## src/sv/sensor_running_average_monitor_core_assert.svh

```systemverilog
// assertion macros shared by the running average monitor
// each macro checks on the rising clock edge and is muted while reset is low
`ifndef SENSOR_RUNNING_AVERAGE_MONITOR_CORE_ASSERT_SVH
`define SENSOR_RUNNING_AVERAGE_MONITOR_CORE_ASSERT_SVH
`ifndef ASSERT_OFF
`define SRAMON_ASSERT(lbl, clk, rst_n, prop, msg) \
    lbl: assert property (@(posedge clk) disable iff (!rst_n) (prop)) else $error(msg);
`define SRAMON_ASSERT_IMP(lbl, clk, rst_n, ante, cons, msg) \
    lbl: assert property (@(posedge clk) disable iff (!rst_n) (ante) |-> (cons)) else $error(msg);
`else
`define SRAMON_ASSERT(lbl, clk, rst_n, prop, msg)
`define SRAMON_ASSERT_IMP(lbl, clk, rst_n, ante, cons, msg)
`endif
`endif

```

## src/sv/sramon_pkg.sv

```systemverilog
`timescale 1ns / 1ps

package sramon_pkg;

    localparam int unsigned DATA_W   = 16;
    localparam int unsigned STATUS_W = 3;
    localparam int unsigned CFG_IDX_W = 1;

    // register indexes of the configuration port
    localparam logic [CFG_IDX_W-1:0] CFG_MIN_TEMP = 1'b0;
    localparam logic [CFG_IDX_W-1:0] CFG_MAX_TEMP = 1'b1;

    typedef enum logic {
        OP_LOAD    = 1'b0,
        OP_MEASURE = 1'b1
    } t_op;

    typedef enum logic [STATUS_W-1:0] {
        ST_LOADED   = 3'd0,
        ST_FULL     = 3'd1,
        ST_UNKNOWN  = 3'd2,
        ST_AVG_ZERO = 3'd3,
        ST_NORMAL   = 3'd4,
        ST_TOO_COLD = 3'd5,
        ST_TOO_HOT  = 3'd6
    } t_status;

    typedef struct packed {
        logic                     operation;
        logic [DATA_W-1:0]        node_id;
        logic [DATA_W-1:0]        room_id;
        logic signed [DATA_W-1:0] temperature;
    } t_in_word;

    typedef struct packed {
        logic [STATUS_W-1:0]      status;
        logic [DATA_W-1:0]        reported_sensor;
        logic [DATA_W-1:0]        reported_room;
        logic signed [DATA_W-1:0] average;
    } t_out_word;

    // decoded command passed from the front end to the execution side
    typedef struct packed {
        t_op                      op;
        logic [DATA_W-1:0]        node_id;
        logic [DATA_W-1:0]        room_id;
        logic signed [DATA_W-1:0] temperature;
    } t_cmd;

    typedef struct packed {
        logic signed [DATA_W-1:0] min_temp;
        logic signed [DATA_W-1:0] max_temp;
    } t_thresh;

endpackage

```

## src/sv/sramon_front.sv

```systemverilog
`timescale 1ns / 1ps

module sramon_front (
    input  logic                  i_clk,
    input  logic                  i_rst_n,
    input  logic                  i_valid,
    output logic                  o_ready,
    input  sramon_pkg::t_in_word  i_word,
    output logic                  o_push,
    output sramon_pkg::t_cmd      o_cmd,
    input  logic                  i_full
);
    import sramon_pkg::*;

    logic r_vld;
    t_cmd r_cmd;
    t_cmd n_cmd;

    // decode the operation and drop the field the operation ignores
    always_comb begin
        n_cmd.op          = t_op'(i_word.operation);
        n_cmd.node_id     = i_word.node_id;
        n_cmd.room_id     = (n_cmd.op == OP_LOAD) ? i_word.room_id : '0;
        n_cmd.temperature = (n_cmd.op == OP_MEASURE) ? i_word.temperature : '0;
    end

    assign o_push  = r_vld && !i_full;
    assign o_ready = !r_vld || !i_full;
    assign o_cmd   = r_cmd;

    always_ff @(posedge i_clk) begin
        if (!i_rst_n) begin
            r_vld <= 1'b0;
        end else begin
            if (i_valid && o_ready) begin
                r_vld <= 1'b1;
            end else if (o_push) begin
                r_vld <= 1'b0;
            end
        end
    end

    always_ff @(posedge i_clk) begin
        if (i_valid && o_ready) begin
            r_cmd <= n_cmd;
        end
    end

endmodule

```

## src/sv/sramon_cmd_fifo.sv

```systemverilog
`timescale 1ns / 1ps

module sramon_cmd_fifo (
    input  logic              i_clk,
    input  logic              i_rst_n,
    input  logic              i_push,
    input  sramon_pkg::t_cmd  i_cmd,
    output logic              o_full,
    input  logic              i_pop,
    output sramon_pkg::t_cmd  o_head,
    output logic              o_empty
);
    import sramon_pkg::*;

    localparam int unsigned DEPTH = 2;
    localparam int unsigned PTR_W = $clog2(DEPTH);
    localparam int unsigned CNT_W = $clog2(DEPTH + 1);

    logic [CNT_W-1:0] r_cnt;
    logic [PTR_W-1:0] r_wp;
    logic [PTR_W-1:0] r_rp;
    t_cmd             r_slot [DEPTH];

    assign o_full  = (r_cnt == CNT_W'(DEPTH));
    assign o_empty = (r_cnt == '0);
    assign o_head  = r_slot[r_rp];

    always_ff @(posedge i_clk) begin
        if (!i_rst_n) begin
            r_cnt <= '0;
            r_wp  <= '0;
            r_rp  <= '0;
        end else begin
            if (i_push) begin
                r_wp <= r_wp + 1'b1;
            end
            if (i_pop) begin
                r_rp <= r_rp + 1'b1;
            end
            r_cnt <= r_cnt + CNT_W'(i_push) - CNT_W'(i_pop);
        end
    end

    always_ff @(posedge i_clk) begin
        if (i_push) begin
            r_slot[r_wp] <= i_cmd;
        end
    end

endmodule

```

## src/sv/sramon_back.sv

```systemverilog
`timescale 1ns / 1ps
`include "sensor_running_average_monitor_core_assert.svh"

module sramon_back #(
    parameter int unsigned MAX_SENSORS = 16,
    parameter int unsigned AVG_LEN     = 5
) (
    input  logic                  i_clk,
    input  logic                  i_rst_n,
    input  sramon_pkg::t_cmd      i_cmd,
    input  logic                  i_empty,
    output logic                  o_pop,
    input  sramon_pkg::t_thresh   i_thr,
    output logic                  o_out_valid,
    input  logic                  i_out_ready,
    output sramon_pkg::t_out_word o_out_word
);
    import sramon_pkg::*;

    localparam int unsigned IDX_W   = (MAX_SENSORS > 1) ? $clog2(MAX_SENSORS) : 1;
    localparam int unsigned CNT_W   = $clog2(MAX_SENSORS + 1);
    localparam int unsigned HIST_W  = AVG_LEN * DATA_W;
    localparam int unsigned LOG_LEN = $clog2(AVG_LEN);
    localparam int unsigned SUM_W   = DATA_W + LOG_LEN;
    // reciprocal of the history length, exact for every sum magnitude below 2**SUM_W
    localparam int unsigned DIV_SH  = SUM_W + LOG_LEN;
    localparam int unsigned RECIP_W = SUM_W + 1;
    localparam longint unsigned RECIP = ((64'd1 << DIV_SH) + AVG_LEN - 1) / AVG_LEN;
    localparam logic [RECIP_W-1:0] RECIP_C = RECIP_W'(RECIP);
    localparam int unsigned PROD_W  = SUM_W + RECIP_W;

    typedef struct packed {
        logic [DATA_W-1:0]       id;
        logic [DATA_W-1:0]       room;
        logic signed [SUM_W-1:0] sum;
        logic [HIST_W-1:0]       hist;
    } t_row;

    typedef enum logic [2:0] {
        S_IDLE,
        S_EXEC,
        S_SCAN,
        S_ABS,
        S_MUL,
        S_FIN
    } t_state;

    t_state                   r_state;
    t_cmd                     r_cmd;
    logic [CNT_W-1:0]         r_count;
    logic [CNT_W-1:0]         r_idx;
    logic                     r_cmp_vld;
    logic [IDX_W-1:0]         r_cmp_idx;
    t_row                     r_row_q;
    logic signed [SUM_W-1:0]  r_sum;
    logic [DATA_W-1:0]        r_room;
    logic [SUM_W-1:0]         r_mag;
    logic                     r_neg;
    logic [PROD_W-1:0]        r_prod;
    logic                     r_out_vld;
    t_out_word                r_out;
    t_row                     r_tbl [MAX_SENSORS];

    logic                     pop;
    logic                     scan_issue;
    logic [IDX_W-1:0]         rd_addr;
    logic                     hit;
    logic                     miss;
    logic                     tbl_full;
    logic                     load_ok;
    logic [HIST_W+DATA_W-1:0] shift_cat;
    logic signed [DATA_W-1:0] oldest;
    logic signed [SUM_W-1:0]  n_sum;
    logic [SUM_W-1:0]         n_mag;
    logic [DATA_W-1:0]        quot;
    logic signed [DATA_W-1:0] n_avg;
    t_status                  n_class;
    logic                     tbl_we;
    logic [IDX_W-1:0]         tbl_waddr;
    t_row                     tbl_wdata;

    assign pop        = (r_state == S_IDLE) && !i_empty && (!r_out_vld || i_out_ready);
    assign o_pop      = pop;
    assign tbl_full   = (r_count == CNT_W'(MAX_SENSORS));
    assign load_ok    = (r_state == S_EXEC) && (r_cmd.op == OP_LOAD) && !tbl_full;

    // one table row per cycle during the id search
    assign scan_issue = (r_idx < r_count);
    assign rd_addr    = scan_issue ? r_idx[IDX_W-1:0] : '0;
    assign hit        = (r_state == S_SCAN) && r_cmp_vld && (r_row_q.id == r_cmd.node_id);
    assign miss       = (r_state == S_SCAN) && !r_cmp_vld && !scan_issue;

    // history shift with a running sum: drop the oldest sample, add the new one
    assign shift_cat  = {r_row_q.hist, r_cmd.temperature};
    assign oldest     = r_row_q.hist[HIST_W-1 -: DATA_W];
    assign n_sum      = r_row_q.sum - SUM_W'(oldest) + SUM_W'(r_cmd.temperature);

    assign n_mag      = r_sum[SUM_W-1] ? SUM_W'(~r_sum + 1'b1) : r_sum;
    assign quot       = r_prod[DIV_SH +: DATA_W];
    assign n_avg      = r_neg ? DATA_W'(~quot + 1'b1) : quot;

    always_comb begin
        priority if (n_avg == '0) begin
            n_class = ST_AVG_ZERO;
        end else if (n_avg < i_thr.min_temp) begin
            n_class = ST_TOO_COLD;
        end else if (n_avg > i_thr.max_temp) begin
            n_class = ST_TOO_HOT;
        end else begin
            n_class = ST_NORMAL;
        end
    end

    always_comb begin
        tbl_we    = load_ok || hit;
        tbl_waddr = hit ? r_cmp_idx : r_count[IDX_W-1:0];
        if (hit) begin
            tbl_wdata.id   = r_row_q.id;
            tbl_wdata.room = r_row_q.room;
            tbl_wdata.sum  = n_sum;
            tbl_wdata.hist = shift_cat[HIST_W-1:0];
        end else begin
            tbl_wdata.id   = r_cmd.node_id;
            tbl_wdata.room = r_cmd.room_id;
            tbl_wdata.sum  = '0;
            tbl_wdata.hist = '0;
        end
    end

    always_ff @(posedge i_clk) begin
        if (tbl_we) begin
            r_tbl[tbl_waddr] <= tbl_wdata;
        end
        r_row_q <= r_tbl[rd_addr];
    end

    always_ff @(posedge i_clk) begin
        if (!i_rst_n) begin
            r_state   <= S_IDLE;
            r_count   <= '0;
            r_idx     <= '0;
            r_cmp_vld <= 1'b0;
            r_out_vld <= 1'b0;
        end else begin
            if (r_out_vld && i_out_ready) begin
                r_out_vld <= 1'b0;
            end
            unique case (r_state)
                S_IDLE: begin
                    if (pop) begin
                        r_cmd   <= i_cmd;
                        r_state <= S_EXEC;
                    end
                end
                S_EXEC: begin
                    if (r_cmd.op == OP_LOAD) begin
                        r_out_vld                 <= 1'b1;
                        r_out.reported_sensor     <= r_cmd.node_id;
                        r_out.average             <= '0;
                        if (tbl_full) begin
                            r_out.status        <= ST_FULL;
                            r_out.reported_room <= '0;
                        end else begin
                            r_out.status        <= ST_LOADED;
                            r_out.reported_room <= r_cmd.room_id;
                            r_count             <= r_count + 1'b1;
                        end
                        r_state <= S_IDLE;
                    end else begin
                        r_idx     <= '0;
                        r_cmp_vld <= 1'b0;
                        r_state   <= S_SCAN;
                    end
                end
                S_SCAN: begin
                    r_cmp_vld <= scan_issue && !hit;
                    r_cmp_idx <= rd_addr;
                    if (scan_issue) begin
                        r_idx <= r_idx + 1'b1;
                    end
                    if (hit) begin
                        r_sum   <= n_sum;
                        r_room  <= r_row_q.room;
                        r_state <= S_ABS;
                    end else if (miss) begin
                        r_out_vld             <= 1'b1;
                        r_out.status          <= ST_UNKNOWN;
                        r_out.reported_sensor <= r_cmd.node_id;
                        r_out.reported_room   <= '0;
                        r_out.average         <= '0;
                        r_state               <= S_IDLE;
                    end
                end
                S_ABS: begin
                    r_neg   <= r_sum[SUM_W-1];
                    r_mag   <= n_mag;
                    r_state <= S_MUL;
                end
                S_MUL: begin
                    r_prod  <= PROD_W'(r_mag) * PROD_W'(RECIP_C);
                    r_state <= S_FIN;
                end
                S_FIN: begin
                    r_out_vld             <= 1'b1;
                    r_out.status          <= n_class;
                    r_out.reported_sensor <= r_cmd.node_id;
                    r_out.reported_room   <= r_room;
                    r_out.average         <= n_avg;
                    r_state               <= S_IDLE;
                end
                default: begin
                    r_state <= S_IDLE;
                end
            endcase
        end
    end

    assign o_out_valid = r_out_vld;
    assign o_out_word  = r_out;

    `SRAMON_ASSERT(a_count_bound, i_clk, i_rst_n, r_count <= CNT_W'(MAX_SENSORS), "entry count past table size")
    `SRAMON_ASSERT_IMP(a_cmp_in_scan, i_clk, i_rst_n, r_cmp_vld, r_state == S_SCAN, "compare pending outside search")
    `SRAMON_ASSERT_IMP(a_scan_idx, i_clk, i_rst_n, r_state == S_SCAN, r_idx <= r_count, "search index past entry count")
    `SRAMON_ASSERT_IMP(a_out_free, i_clk, i_rst_n, r_state == S_EXEC, !r_out_vld, "command started with result slot busy")

endmodule

```

## src/sv/sensor_running_average_monitor_core.sv

```systemverilog
`timescale 1ns / 1ps
// flow: a word passes the front register and the command queue; the sequencer pops it in S_IDLE
//   when the result slot is free or being read; a load ends in S_EXEC, a measurement runs S_EXEC,
//   S_SCAN, S_ABS, S_MUL, S_FIN, and an unknown id ends in S_SCAN once every entry is read; search
//   time grows with the matched entry index or the entry count, set by the one-row-a-cycle search
// reset: synchronous, active low; clears thresholds, entry count, queue and handshakes
//   table rows are not swept, a load clears the history of the row it appends

module sensor_running_average_monitor_core #(
    parameter int unsigned MAX_SENSORS = 16,
    parameter int unsigned AVG_LEN     = 5
) (
    input  logic                           i_clk,
    input  logic                           i_rst_n,
    // input words
    input  logic                           i_in_valid,
    output logic                           o_in_ready,
    input  sramon_pkg::t_in_word           i_in_word,
    // result words
    output logic                           o_out_valid,
    input  logic                           i_out_ready,
    output sramon_pkg::t_out_word          o_out_word,
    // configuration writes
    input  logic                           i_cfg_we,
    input  logic [sramon_pkg::CFG_IDX_W-1:0] i_cfg_idx,
    input  logic [sramon_pkg::DATA_W-1:0]  i_cfg_wdata
);
    import sramon_pkg::*;

    // thresholds, to be written only while the block is idle; the block itself does not enforce it
    logic signed [DATA_W-1:0] r_min_temp;
    logic signed [DATA_W-1:0] r_max_temp;
    t_thresh                  thr;

    // front end to queue
    logic                     front_push;
    t_cmd                     front_cmd;
    logic                     fifo_full;

    // queue to execution side
    t_cmd                     fifo_head;
    logic                     fifo_empty;
    logic                     back_pop;

    always_ff @(posedge i_clk) begin
        if (!i_rst_n) begin
            r_min_temp <= '0;
            r_max_temp <= '0;
        end else if (i_cfg_we) begin
            unique case (i_cfg_idx)
                CFG_MIN_TEMP: r_min_temp <= i_cfg_wdata;
                CFG_MAX_TEMP: r_max_temp <= i_cfg_wdata;
                default: begin
                end
            endcase
        end
    end

    assign thr.min_temp = r_min_temp;
    assign thr.max_temp = r_max_temp;

    // front end: registers the word and decodes the operation
    sramon_front u_front (
        .i_clk   (i_clk),
        .i_rst_n (i_rst_n),
        .i_valid (i_in_valid),
        .o_ready (o_in_ready),
        .i_word  (i_in_word),
        .o_push  (front_push),
        .o_cmd   (front_cmd),
        .i_full  (fifo_full)
    );

    // two-deep command queue so the front end keeps taking words during a long search
    sramon_cmd_fifo u_fifo (
        .i_clk   (i_clk),
        .i_rst_n (i_rst_n),
        .i_push  (front_push),
        .i_cmd   (front_cmd),
        .o_full  (fifo_full),
        .i_pop   (back_pop),
        .o_head  (fifo_head),
        .o_empty (fifo_empty)
    );

    // execution side: table memory, id search, history update, average and classification
    sramon_back #(
        .MAX_SENSORS (MAX_SENSORS),
        .AVG_LEN     (AVG_LEN)
    ) u_back (
        .i_clk       (i_clk),
        .i_rst_n     (i_rst_n),
        .i_cmd       (fifo_head),
        .i_empty     (fifo_empty),
        .o_pop       (back_pop),
        .i_thr       (thr),
        .o_out_valid (o_out_valid),
        .i_out_ready (i_out_ready),
        .o_out_word  (o_out_word)
    );

endmodule
```

## config.mk

```make
export PLATFORM = sky130hd
export DESIGN_NAME = sensor_running_average_monitor_core
export DESIGN_NICKNAME = d
export VERILOG_FILES = /design/src/sv/sramon_pkg.sv /design/src/sv/sramon_front.sv /design/src/sv/sramon_cmd_fifo.sv /design/src/sv/sramon_back.sv /design/src/sv/sensor_running_average_monitor_core.sv
export VERILOG_INCLUDE_DIRS = /design/src /design/src/sv
export SDC_FILE = /design/constraint.sdc
export NUM_CORES = 2
export LEC_CHECK = 0
export ABC_CLOCK_PERIOD_IN_PS = 12850
export BUFFER_PORTS_ARGS = -buffer_cell sky130_fd_sc_hd__buf_2
export CORE_ASPECT_RATIO = 1.25
export CORE_MARGIN = 2
export CORE_UTILIZATION = 45
export CTS_BUF_LIST = sky130_fd_sc_hd__clkbuf_4 sky130_fd_sc_hd__clkbuf_8 sky130_fd_sc_hd__clkbuf_16
export DETAILED_ROUTE_END_ITERATION = 6
export PLACE_DENSITY = 0.59
export SYNTH_ARGS = -nofsm -noshare
export SYNTH_HDL_FRONTEND = slang
export SYNTH_SLANG_ARGS = --single-unit
```

## constraint.sdc

```tcl
create_clock -name i_clk -period 12.85 [get_ports i_clk]
set_clock_uncertainty 0.1 [all_clocks]
set_input_delay 2.57 -clock i_clk [delete_from_list [all_inputs] [get_ports i_clk]]
set_output_delay 2.57 -clock i_clk [all_outputs]
set_load 0.01 [all_outputs]
```

After elaboration in Yosys (flattened, before gate mapping):

Memory sizes are Yosys's and may differ from the RTL's. A register that Yosys moved wholly into a read port is not among the register bits.
Index checks and enable logic that the tools add are counted.

* bits in registers: 249
* memory bits (writable): 2194
* input bits: 71
* output and inout port bits: 53
* memories: 2

Memories
* u_back.r_tbl: words 16, width 131, rd ports 1, clocked after memory_dff 1, write ports 1, line sramon_back.sv:62 `t_row r_tbl [MAX_SENSORS];`
* u_fifo.r_slot: words 2, width 49, rd ports 1, clocked after memory_dff 1, write ports 1, line sramon_cmd_fifo.sv:22 `t_cmd r_slot [DEPTH];`

* add/subtract/negate cells: 10
* multiply operators: 1
* order comparisons: 3
* eq/ne operators: 15
* multiplexer cells: 35
* bitwise gates (word level): 5
* reduce and logical (&&, ||, !) cells: 41

Operator list (count)
* 2-to-1 mux 51 bit: 3
* one-hot mux 51 bit (3 select lines): 1
* 2-to-1 mux 131 bit: 1
* multiplier 19 x 20 -> 38 bit, second input constant: 1
* 2-to-1 mux 16 bit: 2
* adder 19 x 1 -> 19 bit, second input constant: 1
* adder 19 x 16 -> 19 bit: 1
* inverter 19 bit: 1
* subtractor 19 x 16 -> 19 bit: 1
* 2-to-1 mux 18 bit: 1
* adder 16 x 1 -> 16 bit, second input constant: 1
* equality test 16 bit: 1
* greater-than comparator 16 bit: 1
* zero test 16 bit: 1
* < comparator 16 bit: 1
* inverter 16 bit: 1
* 2-to-1 mux 3 bit: 5
* one-hot mux 3 bit (5 select lines): 1
* AND reduction 2 bit: 7
* logical AND 1 bit: 12
* 2-to-1 mux 1 bit: 12
* AND reduction 3 bit: 4
* adder 5 x 1 -> 5 bit, second input constant: 2
* 2-to-1 mux 5 bit: 2
* 25 further kinds: 46

Depth between registers and ports, before layout:

* depth in word-level cells: 8
* gate-level depth with buffers: 23
* gate-level depth less buffers: 22

Cells and area by module:

A second synthesis with hierarchy kept.

* cells, all modules: 6860
* area total of the unflattened synthesis: 105628.8 µm²

By module, submodules not included
* sramon_back: times used 1, cells each 6474, area each 98848.6 µm², seq. area each 71118.2 µm²
* sramon_cmd_fifo: times used 1, cells each 173, area each 3806.2 µm², seq. area each 3042.9 µm²
* sramon_front: times used 1, cells each 90, area each 1735.4 µm², seq. area each 1491.4 µm²
* sensor_running_average_monitor_core: times used 1, cells each 123, area each 1238.7 µm², seq. area each 640.6 µm²

Worst setup path after synthesis:

No wires, ideal clock.

* kind: register to register
* from: register u_back.r_cmd[36] (netlist name)
* to: memory u_back.r_tbl[8][0] (netlist name) (enable)
* arrival time: 11667 ps
* required time: 11931 ps
* slack: 264 ps
* cell stages (with the launch flop): 7
* path buffers: 0
* clock period less this slack: 12586 ps
* cell sequence: edfxtp_1 xor2_1 nor4_1 nand3_1 nor4_1 nand3b_1 o32ai_1

* longest elaborated chain between the ends: 5
* elaborated cells between the ends (all ways): 6
* those cells by class: 1 x eq/ne; 3 x mux; 2 x reduce/logical

RTL lines
* start: declaration: line sramon_back.sv:49 `t_cmd r_cmd;`
* start signal: assignment: line sramon_back.sv:151 `r_cmd <= i_cmd;`
* equality test 16 bit (*): line sramon_back.sv:90 `assign hit = (r_state == S_SCAN) && r_cmp_vld && (r_row_q.id == r_cmd.node_id);`
* logical AND 1 bit (*): line sramon_back.sv:90
* logical OR 1 bit: line sramon_back.sv:115 `tbl_we = load_ok || hit;`
* 2-to-1 mux 1 bit: line sramon_back.sv:131 `if (tbl_we) begin`
* 2-to-1 mux 1 bit (implied by the code): line sramon_back.sv:132 `r_tbl[tbl_waddr] <= tbl_wdata;`
* end: declaration: line sramon_back.sv:62

Every way passes the cells marked *; elsewhere a longest branch is shown, timed or not.

Final worst setup path:

* from: register u_back.r_mag[4]
* to: register u_back.r_prod[37], data pin

* longest elaborated chain between the ends: 1

RTL lines
* start: declaration: line sramon_back.sv:57 `logic [SUM_W-1:0] r_mag;`
* start signal: assignment: line sramon_back.sv:196 `r_mag <= n_mag;`
* multiplier 19 x 20 -> 38 bit: line sramon_back.sv:200 `r_prod <= PROD_W'(r_mag) * PROD_W'(RECIP_C);`
* end signal: assignment: line sramon_back.sv:200
* end: declaration: line sramon_back.sv:59 `logic [PROD_W-1:0] r_prod;`

Every way passes these cells.
A chain may end at the register's enable or synchronous reset.

==> out/metrics.csv <==
stage,metric,value,unit
outcome,status,"finished, final reports clean",
route,drc,0,
synth,seq_area_frac_synth,71.15,%
global_route,grt_pass1_vias,61940,
global_route,grt_pass1_wl,428000,µm
setup_path,worstReg2RegStart,u_back.r_mag[4]$_DFFE_PP_,
setup_path,start_kind,flip-flop,
cts,clkSlewWorstSetupHoldPaths,0.06,ns
cts,cts_root_buffer,clkbuf_16,
final_layout,final_cell_area,0.1197,mm²
cts,clock-sinks,2601,
cts,cts_resized,0,
route,dr_wl_met2,147000,µm
synth,synth_area_leader_cell,edfxtp_1,
sta,fin_crit_sh,47.57,%
final_layout,layout-area-overhead-vs-synth,11.67,%
synth,synth_area_per_cell,14.57,µm²
synth,syn-num-nets,7741,
hold_path,hp-class,reg -> reg,
route,firstDrtPassIters,6,
synth,synthAdderAreaFrac,4.454,%
die,die_h,549.7,µm
die,initial_utilization,45.19,%
final_layout,fin_nets,7822,
die,io_pins,124,
route,vias,61870,
setup_path,worstReg2RegEnd,u_back.r_prod[37]$_DFFE_PP_,
route,drt-vias-per-instance,5.739,
setup_path,path_class,reg -> reg,
die,coreArea,0.2372,mm²
cts,holdBufCountCts,0,
sta,tightest_slew,1.268,ns
die,die_x,440.6,µm
final_layout,final_common_cell,edfxtp_1,
setup_path,required,13.34,ns
synth,yosys_warnings,0,
final_layout,drive_above_1_share,12.35,%
setup_path,endpoint_kind,flip-flop,
route,postRouteAntennaNets,0,
sta,setup_tns,0,ns
die,rows,200,
setup_path,r2r_setup_slack,6.74,ns
route,wl_per_cell,27.40,µm
setup_path,cp_max_fo,5,
sta,fmax,163.6,MHz
route,drt-met1-wl,122100,µm
sta,fin_ws,6.737,ns
final_layout,final_cell_mix,"edfxtp_1, nand2_1, a21oi_1, mux2i_1, inv_1",
pwr,p_leak,40.59,nW
route,met3_length,16540,µm
place,placed_area,0.1117,mm²
pwr,p_per_area,156.2,mW/mm²
place,dpl_worst_slack,6.783,ns
cts,post_cts_buffers,0,
synth,synthSimpleGateAreaFrac,6.669,%
synth,synth_area,0.1072,mm²
synth,synth_compound_area_share,8.209,%
synth,synthMuxAreaShare,6.029,%
route,drt-total-wl,295400,µm
global_route,gr-total-overflow,0,
synth,synth_edf_count,2418,
place,dp_hpwl,160500,µm
cts,cts-htree-levels,4,
sta,worst_hold_slack,0.3158,ns
setup_path,arrival,6.61,ns
synth,synth_xor_area_share,0.7598,%
cts,clk-insertion-delay-late,0.91,ns
global_route,grt_usage,24.07,%
sta,fin_crit,6.113,ns
cts,numCtsBuffers,244,
global_route,antenna_found_initial,13,
route,drt_first_iter_violations,6353,
setup_path,startpoint,u_back.r_mag[4]$_DFFE_PP_,
global_route,grt_max_degree,156,
synth,ys_ff_latch,2601,
synth,ys_async_sr_fraction,0,%
synth,synth.distinct_cells,76,
route,top_layer,met5,
synth,synth_top_family_by_area,compound AO/OA/AOI/OAI gates,
pwr,max-vdd-ir-drop,0.1274,mV
sta,setup_viol,0,
setup_path,ff2ff_path_depth,20,
place,port_buffers,123,
sta,slew_violations,0,
synth,yosys_most_used_dff,edfxtp_1,
synth,yosysTopAreaCellShare,67.73,%
cts,cts_tree,built,
die,dieArea,0.2422,mm²
setup_path,endpoint,u_back.r_prod[37]$_DFFE_PP_,
cts,max-clock-path-buffers,4,
place,gp_congestion,0.8489,
sta,hold_viol,0,
sta,slew_headroom,14.87,%
synth,synth.top_cells.by_area,"edfxtp_1, mux2i_1, dfxtp_1",
synth,postSynthCellCount,7358,
sta,rsz0062_at_grt,no,
job,max_cap_violations,0,
## worst max-delay path, cell delays in order (launching register included)
cell and delay [ns]:
edfxtp_1 0.50, ha_1 0.40, fa_1 0.58, inv_1 0.10, fa_1 0.59, inv_1 0.07
fa_1 0.46, fa_1 0.49, inv_1 0.05, fa_1 0.47, inv_1 0.04, ha_1 0.35
nand3_1 0.18, or3_1 0.41, a41oi_1 0.24, a21oi_1 0.06, o21ai_0 0.08, buf_4 0.16
a21oi_1 0.08, o31ai_1 0.27, xnor2_1 0.10
## registers in the layout, summed over array words and instances, names as in the netlist, 19 cells and up
register	cells
u_back.r_tbl	2096
u_back.r_mag	19
u_back.o_out_word	51
u_back.r_row_q	115
u_fifo.r_slot	98
u_back.r_sum	19
u_back.r_cmd	49
u_front.o_cmd	49
## power by group
group / internal [mW] / total (mW) / switching, mW
sequential: 9.56 / 9.75 / 0.187
clock: 4.14 / 7.25 / 3.11
combinational: 0.511 / 1.70 / 1.19
## area by class of cell
class                   instances  area (µm²)
flip-flops and latches       2601       76280
fillers                     19940      117500
repair buffers                255        1769
well taps                    3131        3918
clock buffers                 350        7107
multi-input cells            3989       28350
clock inverters               100       937.1
diodes                          6       15.01
inverters                     348        1334
## layer usage
metal,track usage (%),vias up
met5,0,-
met4,7.657,4
met3,2.629,453
met2,41.23,2051
met1,32.13,31780
li1,-,27580
## worst min path at each step
stage          slack [ns]                        endpoint  depth (start not counted)                   startpoint
3_3_place_gp         0.31     u_back.r_room[13]$_DFFE_PP_                          0  u_back.r_row_q[112]$_DFF_P_
5_1_grt              0.33      u_back.r_room[9]$_DFFE_PP_                          0  u_back.r_row_q[108]$_DFF_P_
6_report             0.32  u_fifo.r_slot[1][42]$_DFFE_PP_                          0  u_front.o_cmd[42]$_DFFE_PP_
4_1_cts              0.32  u_fifo.r_slot[1][42]$_DFFE_PP_                          0  u_front.o_cmd[42]$_DFFE_PP_
2_1_floorplan        0.30      u_back.r_room[0]$_DFFE_PP_                          0   u_back.r_row_q[99]$_DFF_P_
3_5_place_dp         0.31     u_back.r_room[13]$_DFFE_PP_                          0  u_back.r_row_q[112]$_DFF_P_
## synthesized netlist by cell type, types with 57 or more instances
cell          n
a31oi_1      66
a211oi_1     91
edfxtp_1   2418
clkbuf_1    343
nor2_1      182
mux2_2      160
nand2_1     848
o22ai_1     104
dfxtp_1     183
buf_1        60
nor2b_1      80
ha_1        196
a21oi_1     449
fa_1        116
nand3_1     212
a2bb2oi_1    84
a22oi_1      59
and2_1      140
o21ai_0     291
xnor2_1      57
mux2i_1     396
inv_1       344
## through the flow
stage               cells  utilization [%]  power, mW
floorplan            7358                -      10.80
global placement    10320            47.07      11.60
detailed placement  10320            47.07      11.62
CTS                 10770            50.46      18.80
global route        10780            50.46      19.24
finish              10780            50.46      18.70
## cell families (layout without fill, tap and decap cells)
kind of cell | after synthesis | after routing
DFF | 2601 | 2601
buffers and inverters | 768 | 1053
muxes | 587 | 587
adders and majority gates | 312 | 312
and+or+nand+nor | 1595 | 1595
xor gates and xnor gates | 93 | 93
other | 0 | 6
AOI/OAI and AO/OA | 1402 | 1402
(Power assumes the default switching activity.)
